**src/rtl/core/key_autorepeat_double_press_macros.svh**
```systemverilog
`ifndef KEY_AUTOREPEAT_DOUBLE_PRESS_MACROS_SVH
`define KEY_AUTOREPEAT_DOUBLE_PRESS_MACROS_SVH

// same-cycle implication, clocked on clk, off during reset
`define KADP_ASSERT_NOW(label, ante, cons) \
	label: assert property (@(posedge clk) disable iff (!arst_n) (ante) |-> (cons)) \
		else $error("kadp assertion failed");

// next-cycle implication, clocked on clk, off during reset
`define KADP_ASSERT_NEXT(label, ante, cons) \
	label: assert property (@(posedge clk) disable iff (!arst_n) (ante) |=> (cons)) \
		else $error("kadp assertion failed");

`endif

```
**src/rtl/core/kadp_pkg.sv**
```systemverilog
package kadp_pkg;

	localparam int unsigned TimeW = 32;
	localparam int unsigned CfgW  = 16;
	localparam int unsigned IdxW  = 2;

	localparam logic [CfgW-1:0] InitialDelayRst   = 16'd500;
	localparam logic [CfgW-1:0] RepeatIntervalRst = 16'd50;
	localparam logic [CfgW-1:0] DoubleWindowRst   = 16'd300;

	typedef enum logic [IdxW-1:0] {
		REG_INITIAL_DELAY   = 2'd0,
		REG_REPEAT_INTERVAL = 2'd1,
		REG_DOUBLE_WINDOW   = 2'd2
	} cfg_idx_t;

	typedef struct packed {
		logic [CfgW-1:0] initial_delay;
		logic [CfgW-1:0] repeat_interval;
		logic [CfgW-1:0] double_window;
	} cfg_t;

	typedef struct packed {
		logic pressed;
		logic double_pressed;
	} res_t;

endpackage

```
**src/rtl/core/kadp_cfg.sv**
```systemverilog
module kadp_cfg
	import kadp_pkg::*;
(
	input  logic            clk,
	input  logic            arst_n,
	input  logic            cfg_we,
	input  logic [IdxW-1:0] cfg_index,
	input  logic [CfgW-1:0] cfg_wdata,
	output cfg_t            cfg
);

	cfg_t cfg_q;

	always_ff @(posedge clk or negedge arst_n) begin
		if (!arst_n) begin
			cfg_q.initial_delay   <= InitialDelayRst;
			cfg_q.repeat_interval <= RepeatIntervalRst;
			cfg_q.double_window   <= DoubleWindowRst;
		end else if (cfg_we) begin
			unique case (cfg_idx_t'(cfg_index))
				REG_INITIAL_DELAY:   cfg_q.initial_delay   <= cfg_wdata;
				REG_REPEAT_INTERVAL: cfg_q.repeat_interval <= cfg_wdata;
				REG_DOUBLE_WINDOW:   cfg_q.double_window   <= cfg_wdata;
				default: ;
			endcase
		end
	end

	assign cfg = cfg_q;

endmodule

```
**src/rtl/core/kadp_eval.sv**
```systemverilog
module kadp_eval
	import kadp_pkg::*;
(
	input  logic             clk,
	input  logic             arst_n,
	input  cfg_t             cfg,
	input  logic             fire,
	input  logic             key_down,
	input  logic [TimeW-1:0] now_ms,
	output res_t             res
);

`include "key_autorepeat_double_press_macros.svh"

	logic             was_down_q;
	logic             held_q;
	logic             awaiting_q;
	logic [TimeW-1:0] last_event_q;
	logic [TimeW-1:0] last_tap_q;
	logic             tap_valid_q;

	logic             rising;
	logic [TimeW-1:0] elapsed;
	logic [TimeW-1:0] limit;
	logic             repeat_due;
	logic [TimeW-1:0] tap_gap;
	logic             dbl_hit;

	assign rising     = key_down && !was_down_q;
	assign elapsed    = now_ms - last_event_q;
	assign limit      = {{(TimeW-CfgW){1'b0}},
		(awaiting_q ? cfg.initial_delay : cfg.repeat_interval)};
	assign repeat_due = key_down && !rising && held_q && (elapsed >= limit);
	assign tap_gap    = now_ms - last_tap_q;
	assign dbl_hit    = rising && tap_valid_q &&
		(tap_gap <= {{(TimeW-CfgW){1'b0}}, cfg.double_window});

	assign res.pressed        = rising || repeat_due;
	assign res.double_pressed = dbl_hit;

	always_ff @(posedge clk or negedge arst_n) begin
		if (!arst_n) begin
			was_down_q   <= 1'b0;
			held_q       <= 1'b0;
			awaiting_q   <= 1'b1;
			last_event_q <= '0;
			last_tap_q   <= '0;
			tap_valid_q  <= 1'b0;
		end else if (fire) begin
			was_down_q <= key_down;
			priority if (!key_down) begin
				held_q       <= 1'b0;
				awaiting_q   <= 1'b1;
				last_event_q <= '0;
			end else if (rising) begin
				held_q       <= 1'b1;
				awaiting_q   <= 1'b1;
				last_event_q <= now_ms;
			end else if (repeat_due) begin
				awaiting_q   <= 1'b0;
				last_event_q <= now_ms;
			end else begin
				held_q <= held_q;
			end
			if (dbl_hit) begin
				tap_valid_q <= 1'b0;
				last_tap_q  <= '0;
			end else if (rising) begin
				tap_valid_q <= 1'b1;
				last_tap_q  <= now_ms;
			end
		end
	end

	`KADP_ASSERT_NOW(a_held_implies_down, held_q, was_down_q)
	`KADP_ASSERT_NOW(a_dbl_only_on_rising, fire && res.double_pressed, res.pressed && rising)

endmodule

```
**src/rtl/core/key_autorepeat_double_press.sv**
```systemverilog
// Typematic repeat and double-press detection for one polled key.
// Input channel (in_valid/in_ready) carries one word per poll: key_down,
// the sampled key level, and now_ms, a free-running wrapping ms timestamp.
// Output channel (out_valid/out_ready) returns exactly one word per poll:
// pressed (rising edge or repeat) and double_pressed.
// A poll accepted into the input register is evaluated against the key state
// and moves into the result register once that register is empty or its word
// is being taken; out_valid shows that the result register holds a word.
// One poll is accepted every cycle while results are taken; the rate is set
// by the 32-bit subtract and compare that updates the key state.
// When out_ready is low the result register holds; one more poll can wait
// in the input register, after which in_ready drops until the result is
// taken. cfg_we writes initial_delay (index 0), repeat_interval (1) and
// double_window (2) from cfg_wdata; other indexes are ignored. Write only
// while no poll is in flight.
// Reset clears both pipeline stages and the key state and loads the
// defaults 500, 50 and 300 ms; the block accepts polls right after reset.
module key_autorepeat_double_press
	import kadp_pkg::*;
(
	input  logic             clk,
	input  logic             arst_n,
	input  logic             cfg_we,
	input  logic [IdxW-1:0]  cfg_index,
	input  logic [CfgW-1:0]  cfg_wdata,
	input  logic             in_valid,
	output logic             in_ready,
	input  logic             key_down,
	input  logic [TimeW-1:0] now_ms,
	output logic             out_valid,
	input  logic             out_ready,
	output logic             pressed,
	output logic             double_pressed
);

`include "key_autorepeat_double_press_macros.svh"

	cfg_t             cfg;
	res_t             res;
	logic             valid_s1;
	logic             key_down_s1;
	logic [TimeW-1:0] now_ms_s1;
	logic             valid_s2;
	res_t             res_s2;
	logic             advance;

	kadp_cfg u_cfg (
		.clk       (clk),
		.arst_n    (arst_n),
		.cfg_we    (cfg_we),
		.cfg_index (cfg_index),
		.cfg_wdata (cfg_wdata),
		.cfg       (cfg)
	);

	kadp_eval u_eval (
		.clk      (clk),
		.arst_n   (arst_n),
		.cfg      (cfg),
		.fire     (advance),
		.key_down (key_down_s1),
		.now_ms   (now_ms_s1),
		.res      (res)
	);

	assign advance  = valid_s1 && (!valid_s2 || out_ready);
	assign in_ready = !valid_s1 || advance;

	always_ff @(posedge clk or negedge arst_n) begin
		if (!arst_n) begin
			valid_s1 <= 1'b0;
		end else if (in_ready) begin
			valid_s1 <= in_valid;
		end
	end

	always_ff @(posedge clk) begin
		if (in_ready && in_valid) begin
			key_down_s1 <= key_down;
			now_ms_s1   <= now_ms;
		end
	end

	always_ff @(posedge clk or negedge arst_n) begin
		if (!arst_n) begin
			valid_s2 <= 1'b0;
		end else if (advance) begin
			valid_s2 <= 1'b1;
		end else if (out_ready) begin
			valid_s2 <= 1'b0;
		end
	end

	always_ff @(posedge clk) begin
		if (advance) begin
			res_s2 <= res;
		end
	end

	assign out_valid      = valid_s2;
	assign pressed        = res_s2.pressed;
	assign double_pressed = res_s2.double_pressed;

	`KADP_ASSERT_NOW(a_dbl_needs_press, valid_s2 && res_s2.double_pressed, res_s2.pressed)
	`KADP_ASSERT_NOW(a_stall_only_when_full, !in_ready, valid_s1 && valid_s2 && !out_ready)
	`KADP_ASSERT_NEXT(a_advance_fills_out, advance, valid_s2)

endmodule
```
**config.mk**
```make
export PLATFORM = sky130hd
export DESIGN_NAME = key_autorepeat_double_press
export DESIGN_NICKNAME = d
export VERILOG_FILES = /design/src/rtl/core/kadp_pkg.sv /design/src/rtl/core/kadp_cfg.sv /design/src/rtl/core/kadp_eval.sv /design/src/rtl/core/key_autorepeat_double_press.sv
export VERILOG_INCLUDE_DIRS = /design/src /design/src/rtl/core
export SDC_FILE = /design/constraint.sdc
export NUM_CORES = 1
export LEC_CHECK = 0
export BUFFER_PORTS_ARGS = -buffer_cell sky130_fd_sc_hd__buf_2
export CAP_MARGIN = 20
export CORE_ASPECT_RATIO = 1.25
export CORE_MARGIN = 3
export CORE_UTILIZATION = 63
export CTS_BUF_LIST = sky130_fd_sc_hd__clkbuf_16
export CTS_CLUSTER_DIAMETER = 30
export CTS_CLUSTER_SIZE = 28
export DETAILED_ROUTE_END_ITERATION = 8
export GPL_TIMING_DRIVEN = 0
export PLACE_DENSITY_LB_ADDON = 0.3
export SLEW_MARGIN = 40
export SYNTH_ARGS = -nofsm -noshare
export SYNTH_HDL_FRONTEND = slang
export SYNTH_HIERARCHICAL = 1
export SYNTH_SLANG_ARGS = --single-unit
```
**constraint.sdc**
```tcl
create_clock -name clk -period 5.1 [get_ports clk]
set_clock_uncertainty 0.1 [all_clocks]
set_input_delay 0.255 -clock clk [delete_from_list [all_inputs] [get_ports clk]]
set_output_delay 0.255 -clock clk [all_outputs]
set_load 0.005 [all_outputs]
```
==> impl_metrics.xml <==
<?xml version="1.0" encoding="UTF-8"?>
<metrics>
  <group name="sta">
    <metric name="final-max-slew-violation-count" unit="">0</metric>
    <metric name="fin_crit" unit="ns">5.03</metric>
    <metric name="worst_pin_slew" unit="ns">0.814</metric>
    <metric name="finalHoldWorstSlack" unit="ns">0.0114</metric>
    <metric name="slew_headroom" unit="%">45.8</metric>
    <metric name="number_of_failing_setup_endpoints_in_the_final_timing_report" unit="">0</metric>
    <metric name="timing.fmax" unit="MHz">199</metric>
    <metric name="hold_violations" unit="">0</metric>
    <metric name="timing.final.crit_share" unit="%">98.6</metric>
  </group>
  <group name="die">
    <metric name="top_level_ports" unit="">60</metric>
    <metric name="placeableCoreArea" unit="µm²">17500</metric>
    <metric name="initial_util" unit="%">64.3</metric>
    <metric name="die_area" unit="µm²">19500</metric>
    <metric name="fp.dieW" unit="µm">126</metric>
    <metric name="die_y" unit="µm">155</metric>
    <metric name="std_cell_rows" unit="">54</metric>
  </group>
  <group name="clock_network">
    <metric name="tritoncts.num_buffers" unit="">17</metric>
    <metric name="maximum_level_of_the_cts_h_tree" unit="">4</metric>
    <metric name="clock_sinks" unit="">153</metric>
    <metric name="worst_skew_pair.late_latency" unit="ns">0.44</metric>
    <metric name="path_clk_slew" unit="ns">0.07</metric>
    <metric name="cts_tree" unit="">built</metric>
    <metric name="max-clock-path-buffers" unit="">2</metric>
    <metric name="cts.root.buffer_cell" unit="">sky130_fd_sc_hd__clkbuf_16</metric>
  </group>
  <group name="finish">
    <metric name="layout.core_utilization" unit="%">75.3</metric>
    <metric name="layout.nets" unit="">1539</metric>
    <metric name="n_antenna_cell" unit="">0</metric>
    <metric name="register_area" unit="µm²">4020</metric>
    <metric name="fraction_of_layout_instances_using_a_drive_strength_above_1" unit="%">15.4</metric>
    <metric name="multi_input_area" unit="µm²">6560</metric>
    <metric name="post-route-cell-area" unit="µm²">13200</metric>
    <metric name="synthToLayoutAreaGrowth" unit="%">17.0</metric>
    <metric name="final.fill_count" unit="">1199</metric>
    <metric name="filler_free_cell_count_of_the_finished_design" unit="">1624</metric>
  </group>
  <group name="outcome">
    <metric name="status" unit="">finished clean</metric>
  </group>
  <group name="route">
    <metric name="pre_repair_dr_iteration_count" unit="">6</metric>
    <metric name="post-route-drc-count" unit="">0</metric>
    <metric name="routed_wirelength" unit="µm">32300</metric>
    <metric name="antenna_violating_nets_post_route" unit="">0</metric>
    <metric name="num_vias" unit="">10578</metric>
    <metric name="via_per_inst" unit="">6.51</metric>
    <metric name="wl_per_cell" unit="µm">19.9</metric>
    <metric name="drt_first_iter_violations" unit="">1165</metric>
  </group>
  <group name="synth">
    <metric name="synth_enable_flop_cells" unit="">35</metric>
    <metric name="post_synthesis_net_count" unit="">1399</metric>
    <metric name="yosys.cell_count.top_type" unit="">sky130_fd_sc_hd__nand2_1</metric>
    <metric name="synth.lib_cells_used.distinct" unit="">81</metric>
    <metric name="ys_warn_count" unit="">6</metric>
    <metric name="post_syn_instances" unit="">1247</metric>
    <metric name="postSynth.asyncResetShare" unit="%">77.1</metric>
    <metric name="synthesis.area" unit="µm²">11300</metric>
    <metric name="synth_top_cells_by_count" unit="">sky130_fd_sc_hd__nand2_1, sky130_fd_sc_hd__inv_1, sky130_fd_sc_hd__dfrtp_1, sky130_fd_sc_hd__ha_1, sky130_fd_sc_hd__a21oi_1</metric>
    <metric name="ys_ff_latch" unit="">153</metric>
    <metric name="synth.area.top_cells" unit="">sky130_fd_sc_hd__dfrtp_1, sky130_fd_sc_hd__ha_1, sky130_fd_sc_hd__edfxtp_1</metric>
    <metric name="netlist.area_leader.share" unit="%">23.1</metric>
    <metric name="yosysSeqAreaShare" unit="%">35.7</metric>
    <metric name="synth_flop_cell" unit="">sky130_fd_sc_hd__dfrtp_1</metric>
    <metric name="yosysTopAreaCell" unit="">sky130_fd_sc_hd__dfrtp_1</metric>
    <metric name="average_instance_area_after_synthesis" unit="µm²">9.03</metric>
  </group>
  <group name="pwr">
    <metric name="max-vdd-ir-drop" unit="µV">280</metric>
    <metric name="power" unit="mW">5.86</metric>
    <metric name="power_density" unit="nW/µm²">445</metric>
    <metric name="p_leak" unit="nW">5.78</metric>
  </group>
  <group name="setup_path">
    <metric name="crit_path_end_kind" unit="">flip-flop</metric>
    <metric name="worst_setup_path_start_kind" unit="">flip-flop</metric>
    <metric name="path_max_fanout" unit="">10</metric>
    <metric name="cp_data_arrival_time" unit="ns">5.27</metric>
    <metric name="crit_type" unit="">reg -&gt; reg</metric>
    <metric name="worstPathRequired" unit="ns">5.34</metric>
  </group>
  <group name="grt">
    <metric name="number_of_antenna_violations_at_the_first_check_in_global_routing" unit="">0</metric>
    <metric name="vias_in_the_first_global_route" unit="">10198</metric>
    <metric name="grt_pass1_wl" unit="µm">50200</metric>
    <metric name="grt-ovfl-total" unit="">0</metric>
    <metric name="grt_start_max_net_pins" unit="">71</metric>
    <metric name="gr-usage-all-layers" unit="%">31.9</metric>
  </group>
  <group name="placement">
    <metric name="buffer_ports.inserted" unit="">59</metric>
    <metric name="gp_congestion" unit="">0.949</metric>
    <metric name="dp.cells" unit="">1531</metric>
    <metric name="hpwl" unit="µm">22400</metric>
    <metric name="placed_cell_area" unit="µm²">11900</metric>
  </group>
  <group name="run">
    <metric name="max_cap_viol_count" unit="">0</metric>
  </group>
  <group name="min_path">
    <metric name="hp-class" unit="">in -&gt; reg</metric>
  </group>
</metrics>
[power breakdown]
| group | internal (mW) | leakage [nW] | switching, mW |
|---|---|---|---|
| clock | 0.704 | 0.296 | 0.599 |
| sequential | 1.51 | 1.76 | 0.187 |
| combinational | 1.16 | 3.72 | 1.70 |
| total | 3.38 | 5.78 | 2.48 |
[final timing paths]
check                                                  start                             endpoint  cells past startpoint  slack [ns]
setup reg to reg               u_eval/awaiting_q$_DFFE_PN1P_  u_eval/last_event_q[24]$_DFFE_PN0P_                     15        0.07
setup / recovery               u_eval/awaiting_q$_DFFE_PN1P_  u_eval/last_event_q[24]$_DFFE_PN0P_                     15        0.07
max in group asynchronous                             arst_n            u_cfg/cfg[34]$_DFFE_PN1P_                      3        3.92
hold reg to reg            u_eval/last_tap_q[25]$_DFFE_PN0P_    u_eval/last_tap_q[25]$_DFFE_PN0P_                      2        0.39
min in group asynchronous                             arst_n    u_eval/last_tap_q[26]$_DFFE_PN0P_                      2        0.25
hold / removal                                  cfg_wdata[2]            u_cfg/cfg[34]$_DFFE_PN1P_                      2        0.01
[registers in the layout, summed over array words and instances, names as in the netlist]
signal	flops
u_eval/awaiting_q	1
out_valid	1
u_eval/held_q	1
now_ms_s1	32
u_eval/last_event_q	32
u_eval/was_down_q	1
valid_s1	1
u_cfg/cfg	48
u_eval/last_tap_q	32
key_down_s1	1
u_eval/tap_valid_q	1
double_pressed	1
pressed	1
[through the flow]
| stage | setup slack (ns) | TNS [ns] |
|---|---|---|
| 6_report | 0.0712 | 0 |
| 5_1_grt | -0.0365 | -0.107 |
| 3_3_place_gp | 0.0782 | 0 |
| 4_1_cts | 0.00702 | 0 |
| 3_5_place_dp | 0.0728 | 0 |
| 2_1_floorplan | 1.01 | 0 |
[repair_timing]
item	4_1_cts	5_1_grt
setup buffers	0	11
hold endpoints to repair	141	0
endpoints found under the setup margin	0	67
hold buffers	51	0
gates resized for setup	0	21
[critical path: stages (launching register included)]
cell and delay, ns:
sky130_fd_sc_hd__dfstp_2 0.51, sky130_fd_sc_hd__clkbuf_1 0.60, sky130_fd_sc_hd__clkbuf_1 0.69, sky130_fd_sc_hd__mux2i_1 0.27, sky130_fd_sc_hd__ha_1 0.28, sky130_fd_sc_hd__a21o_1 0.20
sky130_fd_sc_hd__a21oi_1 0.16, sky130_fd_sc_hd__o21ai_0 0.16, sky130_fd_sc_hd__a221o_1 0.39, sky130_fd_sc_hd__nor4_2 0.29, sky130_fd_sc_hd__o2111ai_2 0.18, sky130_fd_sc_hd__nor4_4 0.44
sky130_fd_sc_hd__buf_6 0.21, sky130_fd_sc_hd__buf_6 0.17, sky130_fd_sc_hd__nand3_1 0.11, sky130_fd_sc_hd__o211ai_1 0.14
[per-layer routing]
| metal | track usage (%) | part of all wire [%] | up-vias |
|---|---|---|---|
| met2 | 54.6 | 49 | 561 |
| met3 | 5.36 | 7.6 | 119 |
| li1 | - | - | 4820 |
| met1 | 39.0 | 39 | 5078 |
| met5 | 0 | 0 | - |
| met4 | 16.0 | 4.6 | 0 |
[area by class of cell]
| class | count | area share [%] |
|---|---|---|
| Multi-Input combinational cell | 906 | 49.8 |
| Sequential cell | 153 | 30.5 |
| Timing Repair Buffer | 122 | 7.03 |
| Clock inverter | 13 | 0.912 |
| Buffer | 62 | 2.38 |
| Clock buffer | 19 | 3.61 |
| Inverter | 125 | 3.56 |
| Tap cell | 224 | 2.13 |
[kinds of logic (layout without fill, tap and decap cells)]
family,after synthesis,after routing,synth area share [%]
buffers and inverters,188,341,6.98
adders and majority gates,96,96,10.8
and+or+nand+nor,341,341,15.0
muxes,71,71,6.86
DFF,153,153,35.7
xor gates and xnor gates,38,38,2.96
AOI/OAI and AO/OA,360,360,21.7
[placed cells by master (no fill, tap or decap), types with 39 or more instances in the layout]
cell and instances:
sky130_fd_sc_hd__ha_1 90, sky130_fd_sc_hd__dfrtp_1 104, sky130_fd_sc_hd__o211ai_1 39, sky130_fd_sc_hd__nor2_1 50, sky130_fd_sc_hd__nand2_1 140, sky130_fd_sc_hd__clkbuf_1 45
sky130_fd_sc_hd__nand3_1 52, sky130_fd_sc_hd__buf_2 62, sky130_fd_sc_hd__inv_1 125, sky130_fd_sc_hd__dlygate4sd3_1 51, sky130_fd_sc_hd__mux2_2 49, sky130_fd_sc_hd__a21oi_1 92
(Power assumes the default switching activity.)
